`src/hw/rtl/msp_pkg.sv`:
```
// Shared types and constants for the multichannel solenoid PWM block.
package msp_pkg;

    // Beat kinds carried on the input tuser
    typedef enum logic [1:0] {
        KIND_TICK     = 2'd0,
        KIND_SET_DUTY = 2'd1,
        KIND_SPOT     = 2'd2,
        KIND_ALL_OFF  = 2'd3
    } kind_t;

    localparam int CHANNELS_DEFAULT = 4;
    localparam int CHANNEL_MAX      = 16;
    localparam int QUEUE_DEPTH      = 4;

    localparam int CH_W      = 4;
    localparam int DUTY_W    = 7;
    localparam int TICK_W    = 8;
    localparam int PROD_W    = 15;  // 99 * 255 fits in 15 bits
    localparam int PIN_OUT_W = 4;   // channels shown on the result beat
    localparam int S_DATA_W  = 16;
    localparam int M_DATA_W  = 8;

    localparam logic [TICK_W-1:0] PERIOD_RESET = 8'd50;
    localparam logic [DUTY_W-1:0] DUTY_MAX     = 7'd99;
    localparam logic [TICK_W-1:0] COUNT_MAX    = 8'hFF;

    // floor(x / 100) = (x * 5243) >> 19 for every x below 2^15
    localparam int              RECIP_W     = 13;
    localparam logic [RECIP_W-1:0] RECIP_100 = 13'd5243;
    localparam int              RECIP_SHIFT = 19;
    localparam int              QUOT_W      = PROD_W + RECIP_W;

    // Decoded beat held in the front stage
    typedef struct packed {
        kind_t               kind;
        logic [CH_W-1:0]     channel;
        logic                rejected;
        logic [DUTY_W-1:0]   duty;
        logic                level;
        logic [PROD_W-1:0]   product;
    } front_t;

    // Command handed from front to back through the queue
    typedef struct packed {
        kind_t               kind;
        logic [CH_W-1:0]     channel;
        logic                rejected;
        logic [DUTY_W-1:0]   duty;
        logic                level;
        logic [TICK_W-1:0]   high;
        logic [TICK_W-1:0]   low;
    } cmd_t;

endpackage

```
`src/hw/rtl/msp_front.sv`:
```
// Front end: accepts input beats, decodes them and works out the phase lengths.
module msp_front #(
    parameter int CHANNELS = msp_pkg::CHANNELS_DEFAULT
) (
    input  logic                          aclk,
    input  logic                          aresetn,
    input  logic                          s_tvalid,
    output logic                          s_tready,
    input  logic [msp_pkg::S_DATA_W-1:0]  s_tdata,
    input  logic [1:0]                    s_tuser,
    input  logic [msp_pkg::TICK_W-1:0]    period,
    output logic                          push_valid,
    input  logic                          push_ready,
    output msp_pkg::cmd_t                 push_data
);

    logic              f_valid_reg, f_valid_next;
    msp_pkg::front_t   f_stage_reg, f_stage_next;
    msp_pkg::kind_t    in_kind;
    logic [msp_pkg::CH_W-1:0]   in_channel;
    logic [msp_pkg::DUTY_W-1:0] in_duty, duty_sat;
    logic              in_level;
    logic              out_of_range;
    logic [msp_pkg::QUOT_W-1:0] quot;
    logic [msp_pkg::TICK_W-1:0] high_ticks;

    assign in_kind    = msp_pkg::kind_t'(s_tuser);
    assign in_channel = s_tdata[3:0];
    assign in_duty    = s_tdata[10:4];
    assign in_level   = s_tdata[11];

    // Stage is free, or it drains into the queue this cycle
    assign s_tready   = !f_valid_reg || push_ready;
    assign push_valid = f_valid_reg;

    // Decode: range check, duty clamp, duty * period
    always_comb begin
        out_of_range = {1'b0, in_channel} >= 5'(CHANNELS);
        duty_sat     = (in_duty > msp_pkg::DUTY_MAX) ? msp_pkg::DUTY_MAX : in_duty;

        f_stage_next          = f_stage_reg;
        f_stage_next.kind     = in_kind;
        f_stage_next.channel  = in_channel;
        f_stage_next.duty     = duty_sat;
        f_stage_next.level    = in_level;
        f_stage_next.product  = msp_pkg::PROD_W'(duty_sat * period);
        f_stage_next.rejected = out_of_range &&
            (in_kind == msp_pkg::KIND_SET_DUTY || in_kind == msp_pkg::KIND_SPOT);

        f_valid_next = f_valid_reg;
        if (s_tvalid && s_tready)
            f_valid_next = 1'b1;
        else if (push_ready)
            f_valid_next = 1'b0;
    end

    always_ff @(posedge aclk) begin
        if (!aresetn) begin
            f_valid_reg <= 1'b0;
        end else begin
            f_valid_reg <= f_valid_next;
        end
    end

    always_ff @(posedge aclk) begin
        if (s_tvalid && s_tready)
            f_stage_reg <= f_stage_next;
    end

    // Divide by 100 through the reciprocal
    assign quot       = msp_pkg::QUOT_W'(f_stage_reg.product * msp_pkg::RECIP_100);
    assign high_ticks = msp_pkg::TICK_W'(quot >> msp_pkg::RECIP_SHIFT);

    always_comb begin
        push_data.kind     = f_stage_reg.kind;
        push_data.channel  = f_stage_reg.channel;
        push_data.rejected = f_stage_reg.rejected;
        push_data.duty     = f_stage_reg.duty;
        push_data.level    = f_stage_reg.level;
        push_data.high     = high_ticks;
        push_data.low      = period - high_ticks;
    end

endmodule

```
`src/hw/rtl/msp_queue.sv`:
```
// Short command queue between the front end and the channel engine.
module msp_queue (
    input  logic           aclk,
    input  logic           aresetn,
    input  logic           push,
    input  msp_pkg::cmd_t  push_data,
    output logic           full,
    input  logic           pop,
    output msp_pkg::cmd_t  pop_data,
    output logic           empty
);

    localparam int Depth = msp_pkg::QUEUE_DEPTH;
    localparam int PtrW  = (Depth > 1) ? $clog2(Depth) : 1;
    localparam int CntW  = $clog2(Depth + 1);

    msp_pkg::cmd_t     mem [Depth];
    logic [PtrW-1:0]   wr_ptr_reg, wr_ptr_next;
    logic [PtrW-1:0]   rd_ptr_reg, rd_ptr_next;
    logic [CntW-1:0]   count_reg, count_next;

    assign full     = count_reg == CntW'(Depth);
    assign empty    = count_reg == '0;
    assign pop_data = mem[rd_ptr_reg];

    // Pointer and fill count update
    always_comb begin
        wr_ptr_next = wr_ptr_reg;
        rd_ptr_next = rd_ptr_reg;
        count_next  = count_reg;
        if (push)
            wr_ptr_next = (wr_ptr_reg == PtrW'(Depth - 1)) ? '0 : wr_ptr_reg + 1'b1;
        if (pop)
            rd_ptr_next = (rd_ptr_reg == PtrW'(Depth - 1)) ? '0 : rd_ptr_reg + 1'b1;
        if (push && !pop)
            count_next = count_reg + 1'b1;
        else if (pop && !push)
            count_next = count_reg - 1'b1;
    end

    always_ff @(posedge aclk) begin
        if (!aresetn) begin
            wr_ptr_reg <= '0;
            rd_ptr_reg <= '0;
            count_reg  <= '0;
        end else begin
            wr_ptr_reg <= wr_ptr_next;
            rd_ptr_reg <= rd_ptr_next;
            count_reg  <= count_next;
        end
    end

    always_ff @(posedge aclk) begin
        if (push)
            mem[wr_ptr_reg] <= push_data;
    end

endmodule

```
`src/hw/rtl/msp_engine.sv`:
```
// Channel engine: per-channel PWM state, pin register and the result beat.
module msp_engine #(
    parameter int CHANNELS = msp_pkg::CHANNELS_DEFAULT
) (
    input  logic                          aclk,
    input  logic                          aresetn,
    input  logic                          q_empty,
    input  msp_pkg::cmd_t                 q_data,
    output logic                          q_pop,
    output logic                          m_tvalid,
    input  logic                          m_tready,
    output logic [msp_pkg::M_DATA_W-1:0]  m_tdata
);

    localparam int PinW = (CHANNELS > msp_pkg::PIN_OUT_W) ? CHANNELS : msp_pkg::PIN_OUT_W;

    logic [msp_pkg::DUTY_W-1:0] duty_reg    [CHANNELS];
    logic [msp_pkg::DUTY_W-1:0] duty_next   [CHANNELS];
    logic [msp_pkg::TICK_W-1:0] high_reg    [CHANNELS];
    logic [msp_pkg::TICK_W-1:0] high_next   [CHANNELS];
    logic [msp_pkg::TICK_W-1:0] low_reg     [CHANNELS];
    logic [msp_pkg::TICK_W-1:0] low_next    [CHANNELS];
    logic [msp_pkg::TICK_W-1:0] elapsed_reg [CHANNELS];
    logic [msp_pkg::TICK_W-1:0] elapsed_next[CHANNELS];
    logic [msp_pkg::TICK_W-1:0] inc_cnt     [CHANNELS];
    logic [CHANNELS-1:0]        phase_reg, phase_next;
    logic [CHANNELS-1:0]        pins_reg, pins_next;
    logic [PinW-1:0]            pins_wide;
    logic                       m_valid_reg, m_valid_next;
    logic [msp_pkg::M_DATA_W-1:0] m_data_reg, m_data_next;

    // Take a command when the result register is free or drains now
    assign q_pop    = !q_empty && (!m_valid_reg || m_tready);
    assign m_tvalid = m_valid_reg;
    assign m_tdata  = m_data_reg;

    // Saturating count for a tick
    always_comb begin
        for (int n = 0; n < CHANNELS; n++)
            inc_cnt[n] = (elapsed_reg[n] == msp_pkg::COUNT_MAX) ? elapsed_reg[n]
                                                                 : elapsed_reg[n] + 1'b1;
    end

    // Apply one command to the channel it names, or to every channel for tick or all-off
    always_comb begin
        duty_next    = duty_reg;
        high_next    = high_reg;
        low_next     = low_reg;
        elapsed_next = elapsed_reg;
        phase_next   = phase_reg;
        pins_next    = pins_reg;
        if (q_pop) begin
            case (q_data.kind)
                msp_pkg::KIND_TICK: begin
                    for (int n = 0; n < CHANNELS; n++) begin
                        if (duty_reg[n] != '0) begin
                            if (inc_cnt[n] >= (phase_reg[n] ? high_reg[n] : low_reg[n])) begin
                                phase_next[n]   = ~phase_reg[n];
                                pins_next[n]    = ~phase_reg[n];
                                elapsed_next[n] = '0;
                            end else begin
                                elapsed_next[n] = inc_cnt[n];
                            end
                        end
                    end
                end
                msp_pkg::KIND_SET_DUTY: begin
                    for (int n = 0; n < CHANNELS; n++) begin
                        if (!q_data.rejected && q_data.channel == msp_pkg::CH_W'(n)) begin
                            duty_next[n] = q_data.duty;
                            high_next[n] = q_data.high;
                            low_next[n]  = q_data.low;
                            if (q_data.duty == '0)
                                pins_next[n] = 1'b0;
                        end
                    end
                end
                msp_pkg::KIND_SPOT: begin
                    for (int n = 0; n < CHANNELS; n++) begin
                        if (!q_data.rejected && q_data.channel == msp_pkg::CH_W'(n))
                            pins_next[n] = q_data.level;
                    end
                end
                msp_pkg::KIND_ALL_OFF: begin
                    pins_next = '0;
                end
                default: begin
                end
            endcase
        end
    end

    // Result beat: pin levels in the low bits, reject flag above
    always_comb begin
        pins_wide    = PinW'(pins_next);
        m_valid_next = m_valid_reg;
        m_data_next  = m_data_reg;
        if (q_pop) begin
            m_valid_next = 1'b1;
            m_data_next  = msp_pkg::M_DATA_W'({q_data.rejected,
                                               pins_wide[msp_pkg::PIN_OUT_W-1:0]});
        end else if (m_tready) begin
            m_valid_next = 1'b0;
        end
    end

    always_ff @(posedge aclk) begin
        if (!aresetn) begin
            for (int n = 0; n < CHANNELS; n++) begin
                duty_reg[n]    <= '0;
                high_reg[n]    <= '0;
                low_reg[n]     <= '0;
                elapsed_reg[n] <= '0;
            end
            phase_reg   <= '0;
            pins_reg    <= '0;
            m_valid_reg <= 1'b0;
        end else begin
            duty_reg    <= duty_next;
            high_reg    <= high_next;
            low_reg     <= low_next;
            elapsed_reg <= elapsed_next;
            phase_reg   <= phase_next;
            pins_reg    <= pins_next;
            m_valid_reg <= m_valid_next;
        end
    end

    always_ff @(posedge aclk) begin
        if (q_pop)
            m_data_reg <= m_data_next;
    end

endmodule

```
`src/hw/rtl/multichannel_solenoid_pwm.sv`:
```
// Top level of the multichannel solenoid PWM: front end, command queue, channel engine.
//
//  channel  | direction | tdata (low bit up)                  | tuser
//  s_       | in        | channel[3:0] duty[10:4] level[11]   | kind[1:0]
//  m_       | out       | pin_levels[3:0] rejected[4]         | -
//  cfg_wr_  | in        | period_ms[7:0]                      | -
//
// One beat is accepted per cycle when the output side keeps up.
// From input beat to result beat, the front stage registers the decode and
// duty * period multiply, the reciprocal divide by 100 feeds the queue, then the
// channel engine updates state and loads the output register.
// The four-entry queue absorbs output stalls; s_tready drops only once it fills.
// Synchronous active-low reset clears all channel state; period_ms resets to 50.
module multichannel_solenoid_pwm #(
    parameter int CHANNELS = msp_pkg::CHANNELS_DEFAULT
) (
    input  logic                          aclk,
    input  logic                          aresetn,
    input  logic                          s_tvalid,
    output logic                          s_tready,
    input  logic [msp_pkg::S_DATA_W-1:0]  s_tdata,   // channel, duty, level, zero pad
    input  logic [1:0]                    s_tuser,   // kind
    output logic                          m_tvalid,
    input  logic                          m_tready,
    output logic [msp_pkg::M_DATA_W-1:0]  m_tdata,   // pin_levels, rejected, zero pad
    input  logic                          cfg_wr_en,
    input  logic [msp_pkg::TICK_W-1:0]    cfg_wr_data
);

    logic [msp_pkg::TICK_W-1:0] period_reg;
    logic                       push_valid, q_push, q_full, q_empty, q_pop;
    msp_pkg::cmd_t              push_data, pop_data;

    // Period register
    always_ff @(posedge aclk) begin
        if (!aresetn) begin
            period_reg <= msp_pkg::PERIOD_RESET;
        end else if (cfg_wr_en) begin
            period_reg <= cfg_wr_data;
        end
    end

    assign q_push = push_valid && !q_full;

    msp_front #(.CHANNELS(CHANNELS)) u_front (
        .aclk       (aclk),
        .aresetn    (aresetn),
        .s_tvalid   (s_tvalid),
        .s_tready   (s_tready),
        .s_tdata    (s_tdata),
        .s_tuser    (s_tuser),
        .period     (period_reg),
        .push_valid (push_valid),
        .push_ready (!q_full),
        .push_data  (push_data)
    );

    msp_queue u_queue (
        .aclk      (aclk),
        .aresetn   (aresetn),
        .push      (q_push),
        .push_data (push_data),
        .full      (q_full),
        .pop       (q_pop),
        .pop_data  (pop_data),
        .empty     (q_empty)
    );

    msp_engine #(.CHANNELS(CHANNELS)) u_engine (
        .aclk     (aclk),
        .aresetn  (aresetn),
        .q_empty  (q_empty),
        .q_data   (pop_data),
        .q_pop    (q_pop),
        .m_tvalid (m_tvalid),
        .m_tready (m_tready),
        .m_tdata  (m_tdata)
    );

`ifndef SYNTHESIS
    // Queue never reports full and empty together
    a_queue_flags: assert property (@(posedge aclk) disable iff (!aresetn)
        !(q_full && q_empty))
        else $error("queue full and empty at once");

    // A stalled result is never overwritten by a new command
    a_no_pop_on_stall: assert property (@(posedge aclk) disable iff (!aresetn)
        (m_tvalid && !m_tready) |-> !q_pop)
        else $error("command taken while result stalled");

    // A new beat enters only when the front stage is empty or draining
    a_front_room: assert property (@(posedge aclk) disable iff (!aresetn)
        (s_tvalid && s_tready) |-> (!push_valid || q_push))
        else $error("front stage overwritten");

    // Every command taken by the engine shows up as a result beat
    a_pop_gives_beat: assert property (@(posedge aclk) disable iff (!aresetn)
        q_pop |=> m_tvalid)
        else $error("result beat missing after command");
`endif

endmodule
```
`config.mk`:
```
export PLATFORM = sky130hd
export DESIGN_NAME = multichannel_solenoid_pwm
export DESIGN_NICKNAME = d
export VERILOG_FILES = /design/src/hw/rtl/msp_pkg.sv /design/src/hw/rtl/msp_front.sv /design/src/hw/rtl/msp_queue.sv /design/src/hw/rtl/msp_engine.sv /design/src/hw/rtl/multichannel_solenoid_pwm.sv
export SDC_FILE = /design/constraint.sdc
export NUM_CORES = 1
export LEC_CHECK = 0
export ABC_AREA = 0
export BUFFER_PORTS_ARGS = -buffer_cell sky130_fd_sc_hd__clkbuf_2
export CORE_ASPECT_RATIO = 0.5
export CORE_MARGIN = 3
export CORE_UTILIZATION = 65
export DETAILED_ROUTE_END_ITERATION = 10
export GPL_ROUTABILITY_DRIVEN = 0
export GPL_TIMING_DRIVEN = 0
export PLACE_DENSITY = 0.82
export SYNTH_ARGS = -nofsm -noshare
export SYNTH_HDL_FRONTEND = slang
export SYNTH_SLANG_ARGS = --single-unit
```
`constraint.sdc`:
```
create_clock -name aclk -period 14.83 [get_ports aclk]
set_clock_uncertainty 0.1 [all_clocks]
set_input_delay 0.7415 -clock aclk [delete_from_list [all_inputs] [get_ports aclk]]
set_output_delay 0.7415 -clock aclk [all_outputs]
set_load 0.02 [all_outputs]
```
### After elaboration in Yosys (flattened, before gate mapping)

Memories as Yosys holds them, arrays and structs flattened. A register that Yosys moved wholly into a read port is not among the register bits.
Cells that the tools add are included.

* bits in registers: 184
* logic and storage cells: 161
* output and inout port bits: 10
* memories: 1
* bits in writable memories: 124

Memory list
* u_queue.mem: depth 4, bits a word 31, read ports 1, clocked after memory_dff 1, write ports 1, RTL line msp_queue.sv:17 `msp_pkg::cmd_t mem [Depth];`

* order comparisons: 6
* equal/unequal tests: 16
* multipliers: 2
* multiplexer cells: 47
* bitwise operators: 4
* add/sub/neg operators: 9
* reduce and logical (&&, ||, !) cells: 42

Operator list (count)
* 2-to-1 mux 8 bit: 12
* adder 8 x 1 -> 8 bit, second input constant: 4
* equality test 8 bit, second input constant: 4
* greater-or-equal comparator 8 bit: 4
* nonzero test 7 bit: 4
* multiplier 15 x 13 -> 27 bit, second input constant: 1
* 2-to-1 mux 1 bit: 26
* AND reduction 3 bit: 8
* case mux 4 bit (4 select lines): 1
* AND reduction 4 bit: 4
* multiplier 7 x 8 -> 15 bit: 1
* equality test 2 bit, second input constant: 5
* logical AND 1 bit: 10
* equality test 4 x 2 -> 1 bit, second input constant: 2
* 2-to-1 mux 2 bit: 4
* subtractor 8 bit: 1
* > comparator 7 bit, second input constant: 1
* logical NOT 1 bit: 7
* logical NOT 7 bit: 1
* 2-to-1 mux 7 bit: 1
* 2-to-1 mux 3 bit: 2
* adder 2 x 1 -> 2 bit, second input constant: 2
* equality test 2 x 1 -> 1 bit, second input constant: 2
* equality test 4 x 1 -> 1 bit, second input constant: 1
* 12 further kinds: 18

### Longest topological paths before layout

* depth after elaboration: 7
* depth in mapped cells: 26

### By module

From an unflattened synthesis, not the netlist that was laid out.

* cell total of the unflattened synthesis: 1795
* area, all modules: 19244.7 um^2

By module, submodules not included
* msp_engine: area an instance 7277.0 um^2, sequential area each 2812.7 um^2, cells each 897, times used 1
* msp_front: area an instance 6731.5 um^2, sequential area each 920.9 um^2, cells each 666, times used 1
* msp_queue: area an instance 4932.2 um^2, sequential area each 3903.7 um^2, cells each 205, times used 1
* multichannel_solenoid_pwm: area an instance 304.0 um^2, sequential area each 160.2 um^2, cells each 27, times used 1

### Least setup slack after synthesis

OpenSTA, ideal clock, no wires.

* kind: register -> register
* start: register u_front.f_stage_reg[9] in the netlist's numbering
* end: memory u_queue.mem[0][7] in the netlist's numbering (data pin)
* setup slack: 8.603 ns
* stages on the path, launching flop included: 25
* setup time: 0.279 ns
* required time: 14.451 ns
* arrival time: 5.848 ns
* path buffers: 0
* clock period less this slack: 6.227 ns
* path through: edfxtp_1 -> ha_1 -> fa_1 -> fa_1 -> fa_1 -> inv_1 -> fa_1 -> inv_1 -> ha_1 -> nand2_1 -> nor3_1 -> a32oi_1 -> nand2_1 -> a31oi_1 -> o21ai_0 -> a21oi_1 -> xor2_1 -> ha_1 -> a21oi_1 -> nor2_1 -> a211oi_2 -> o21ai_2 -> maj3_2 -> a21oi_2 -> xor3_1

RTL lines
* from (decl): RTL line msp_front.sv:18 `msp_pkg::front_t f_stage_reg, f_stage_next;`
* from (signal assigned): RTL line msp_front.sv:67 `f_stage_reg <= f_stage_next;`
* to (decl): RTL line msp_queue.sv:17

==> flow_summary.json <==
{
  "status": "completed",
  "coreArea_sq_um": 27220,
  "drcViolationCount": 0,
  "h-tree-depth": 1,
  "first_iter_violations": 960,
  "final_cell_area_sq_um": 20070,
  "number_of_optimization_iterations_in_the_first_detailed_route_pass": 5,
  "layout.cells.most_common_list": "sky130_fd_sc_hd__inv_1, sky130_fd_sc_hd__nor2_1, sky130_fd_sc_hd__ha_1, sky130_fd_sc_hd__edfxtp_1, sky130_fd_sc_hd__dfxtp_1",
  "clock_insertion_delay_worst_skew_ns": 0.55,
  "synthTopCellsByArea": "sky130_fd_sc_hd__edfxtp_1, sky130_fd_sc_hd__dfxtp_1, sky130_fd_sc_hd__ha_1",
  "fin_tns_setup_ns": 0,
  "area.growth.synth_to_final_pct": 8.457,
  "die_width_microns": 244.6,
  "seq_area_sq_um": 7797,
  "via_count_of_the_first_global_routing_pass": 12820,
  "reg_with_most_ffs": "u_queue.mem",
  "final_util": 0.7374,
  "timing.critical_path.fanout_max": 6,
  "cts.sink_count": 310,
  "endpoint_kind": "flop",
  "final_min_period_over_clock_period": 0.4802,
  "async_flop_share": 0,
  "wire_per_inst_microns": 19.30,
  "tritoncts": "yes",
  "n_antenna_cell": 0,
  "hold_class": "input port to flop",
  "cts_root_buffer": "sky130_fd_sc_hd__clkbuf_16",
  "post-route-min-period_ns": 7.121,
  "finalMaxSlewViolations": 0,
  "crit_path_start_kind": "flop",
  "path_class": "flop to flop",
  "ys_warn_count": 0,
  "finalHoldViolCount": 0,
  "fill_cells": 1790,
  "row_count": 42,
  "grt_setup_unrepaired": "false",
  "netlist.area_leader.share": 0.2580,
  "clk_pin_slew_ns": 0.07,
  "synth_enable_flop_cells": 159,
  "placed_area_sq_um": 19170,
  "post_route_cells_drive_above_1_share": 0.09268,
  "maxClockFrequency_mhz": 140.4,
  "synth.ff_latch_count": 310,
  "post_synth_instance_area_sq_um": 18510,
  "ys.flop_type": "sky130_fd_sc_hd__edfxtp_1",
  "max-cap-violations": 0,
  "first_pass_grt_wire_length_microns": 66100,
  "fin_nets": 1980,
  "ioPinCount": 41,
  "setup_viol": 0,
  "grt_antenna_before_repair": 0,
  "data_arrival_time_at_the_worst_slack_endpoint_ns": 7.33,
  "number_of_buffers_on_the_longest_clock_path": 3,
  "grt_start_max_net_pins": 32,
  "total_length_of_routed_wires_microns": 39900,
  "postSynthCellCount": 1611,
  "final_common_cell": "sky130_fd_sc_hd__inv_1",
  "groute.usage.overall": 0.2695,
  "place_hpwl_microns": 29610,
  "fp.dieH_microns": 125.3,
  "num_cts_buffers": 28,
  "cts_post_setup_buffers_inserted": 0,
  "timing.critical_path.required_ns": 15.04,
  "postCtsResizedCells": 0,
  "post_drt_via_cell_ratio": 5.853,
  "routed-via-count": 12100,
  "initial_core_utilization": 0.6799,
  "worst_slew_margin_relative_to_its_limit": 0.3443,
  "portBuffers": 30,
  "final_antenna_net_count": 0,
  "synth_cell_types": 62,
  "post-synth-top-area-cell": "sky130_fd_sc_hd__edfxtp_1",
  "globalRoute.totalOverflow": 0,
  "synth_area_per_cell_sq_um": 11.49,
  "multi_input_area_sq_um": 9773,
  "yosysSeqAreaShare": 0.4213,
  "ctsHoldBuffers": 0,
  "largest_register_ff_count": 124,
  "die_ar_sq_um": 30660,
  "tightest_slew_ns": 0.9836
}
layout make-up:
type	instances	share of cell area
Buffer	52	0.01178
Clock buffer	41	0.04089
Clock inverter	9	0.003927
Inverter	194	0.03628
Multi-Input combinational cell	1057	0.4869
Sequential cell	310	0.3885
Tap cell	374	0.02331
Timing Repair Buffer	31	0.008477
Yosys cell counts, drive strengths merged (5+ instances only):
master and n:
a211oi 6, a21o 28, a21oi 53, and2 25, and3 22, buf 18, clkbuf 34, dfxtp 151
edfxtp 159, fa 99, ha 176, inv 193, mux2 13, mux2i 138, mux4 29, nand2 54
nand2b 12, nand3 24, nand4 7, nor2 184, nor2b 17, nor3 15, nor4 5, o211ai 6
o21a 6, o21ai 24, or2 7, or3 5, xnor2 55, xor2 12
layer usage:
layer	wire (microns)	vias to the layer above	GRT usage
met3	2275	85	0.03915
met5	0	-	0
met4	991	0	0.07487
met1	16630	6018	0.3507
met2	20010	378	0.4764
li1	-	5622	-
critical path: stages, from the launching register on:
cell and delay (ns):
sky130_fd_sc_hd__edfxtp_1 0.56, sky130_fd_sc_hd__ha_1 0.41, sky130_fd_sc_hd__fa_1 0.62, sky130_fd_sc_hd__fa_1 0.45
sky130_fd_sc_hd__fa_1 0.50, sky130_fd_sc_hd__inv_1 0.06, sky130_fd_sc_hd__fa_1 0.53, sky130_fd_sc_hd__inv_1 0.05
sky130_fd_sc_hd__ha_1 0.32, sky130_fd_sc_hd__nand2_1 0.08, sky130_fd_sc_hd__nor3_1 0.05, sky130_fd_sc_hd__a32oi_1 0.24
sky130_fd_sc_hd__nand2_1 0.09, sky130_fd_sc_hd__a31oi_1 0.21, sky130_fd_sc_hd__o21ai_0 0.15, sky130_fd_sc_hd__a21oi_1 0.22
sky130_fd_sc_hd__xor2_1 0.33, sky130_fd_sc_hd__inv_1 0.18, sky130_fd_sc_hd__fa_1 0.48, sky130_fd_sc_hd__maj3_2 0.32
sky130_fd_sc_hd__a21oi_2 0.19, sky130_fd_sc_hd__maj3_1 0.22, sky130_fd_sc_hd__maj3_1 0.19, sky130_fd_sc_hd__xor2_1 0.35
kinds of logic (layout without fill, tap and decap cells):
group / count (synthesis) / after routing / synth area share
simple gates: 387 / 387 / 0.09850
flops: 310 / 310 / 0.4213
fa+ha+maj: 279 / 279 / 0.2284
buf+inv: 246 / 327 / 0.05212
mux: 180 / 180 / 0.1178
compound gates: 140 / 140 / 0.04868
xor+xnor: 68 / 68 / 0.03299
other cells: 1 / 3 / 0.0002026
stage by stage:
stage               hold slack [ns]  worst slack [ns]  cells
CTS                          0.2551             7.674   2068
finish                       0.2749             7.709   2068
floorplan                    0.3511             8.603   1613
detailed placement           0.3659             7.734   2018
global route                 0.2503             7.304   2068
global placement             0.3556             7.927   2017
worst paths after layout:
path	start	endpoint	slack (ns)	cells after the start
setup reg to reg	u_front.f_stage_reg[9]$_DFFE_PP_	u_queue.mem[0][6]$_DFFE_PP_	7.71	23
hold reg to reg	u_engine.m_tvalid$_SDFFE_PN0P_	u_engine.m_tvalid$_SDFFE_PN0P_	0.38	2
setup / recovery	u_front.f_stage_reg[9]$_DFFE_PP_	u_queue.mem[0][6]$_DFFE_PP_	7.71	23
hold / removal	s_tdata[0]	u_front.push_data[25]$_DFFE_PP_	0.27	1
Power is left out: the tool's default activity adds up to more than one toggle a clock period on the data nets, which glitch-free logic cannot reach.
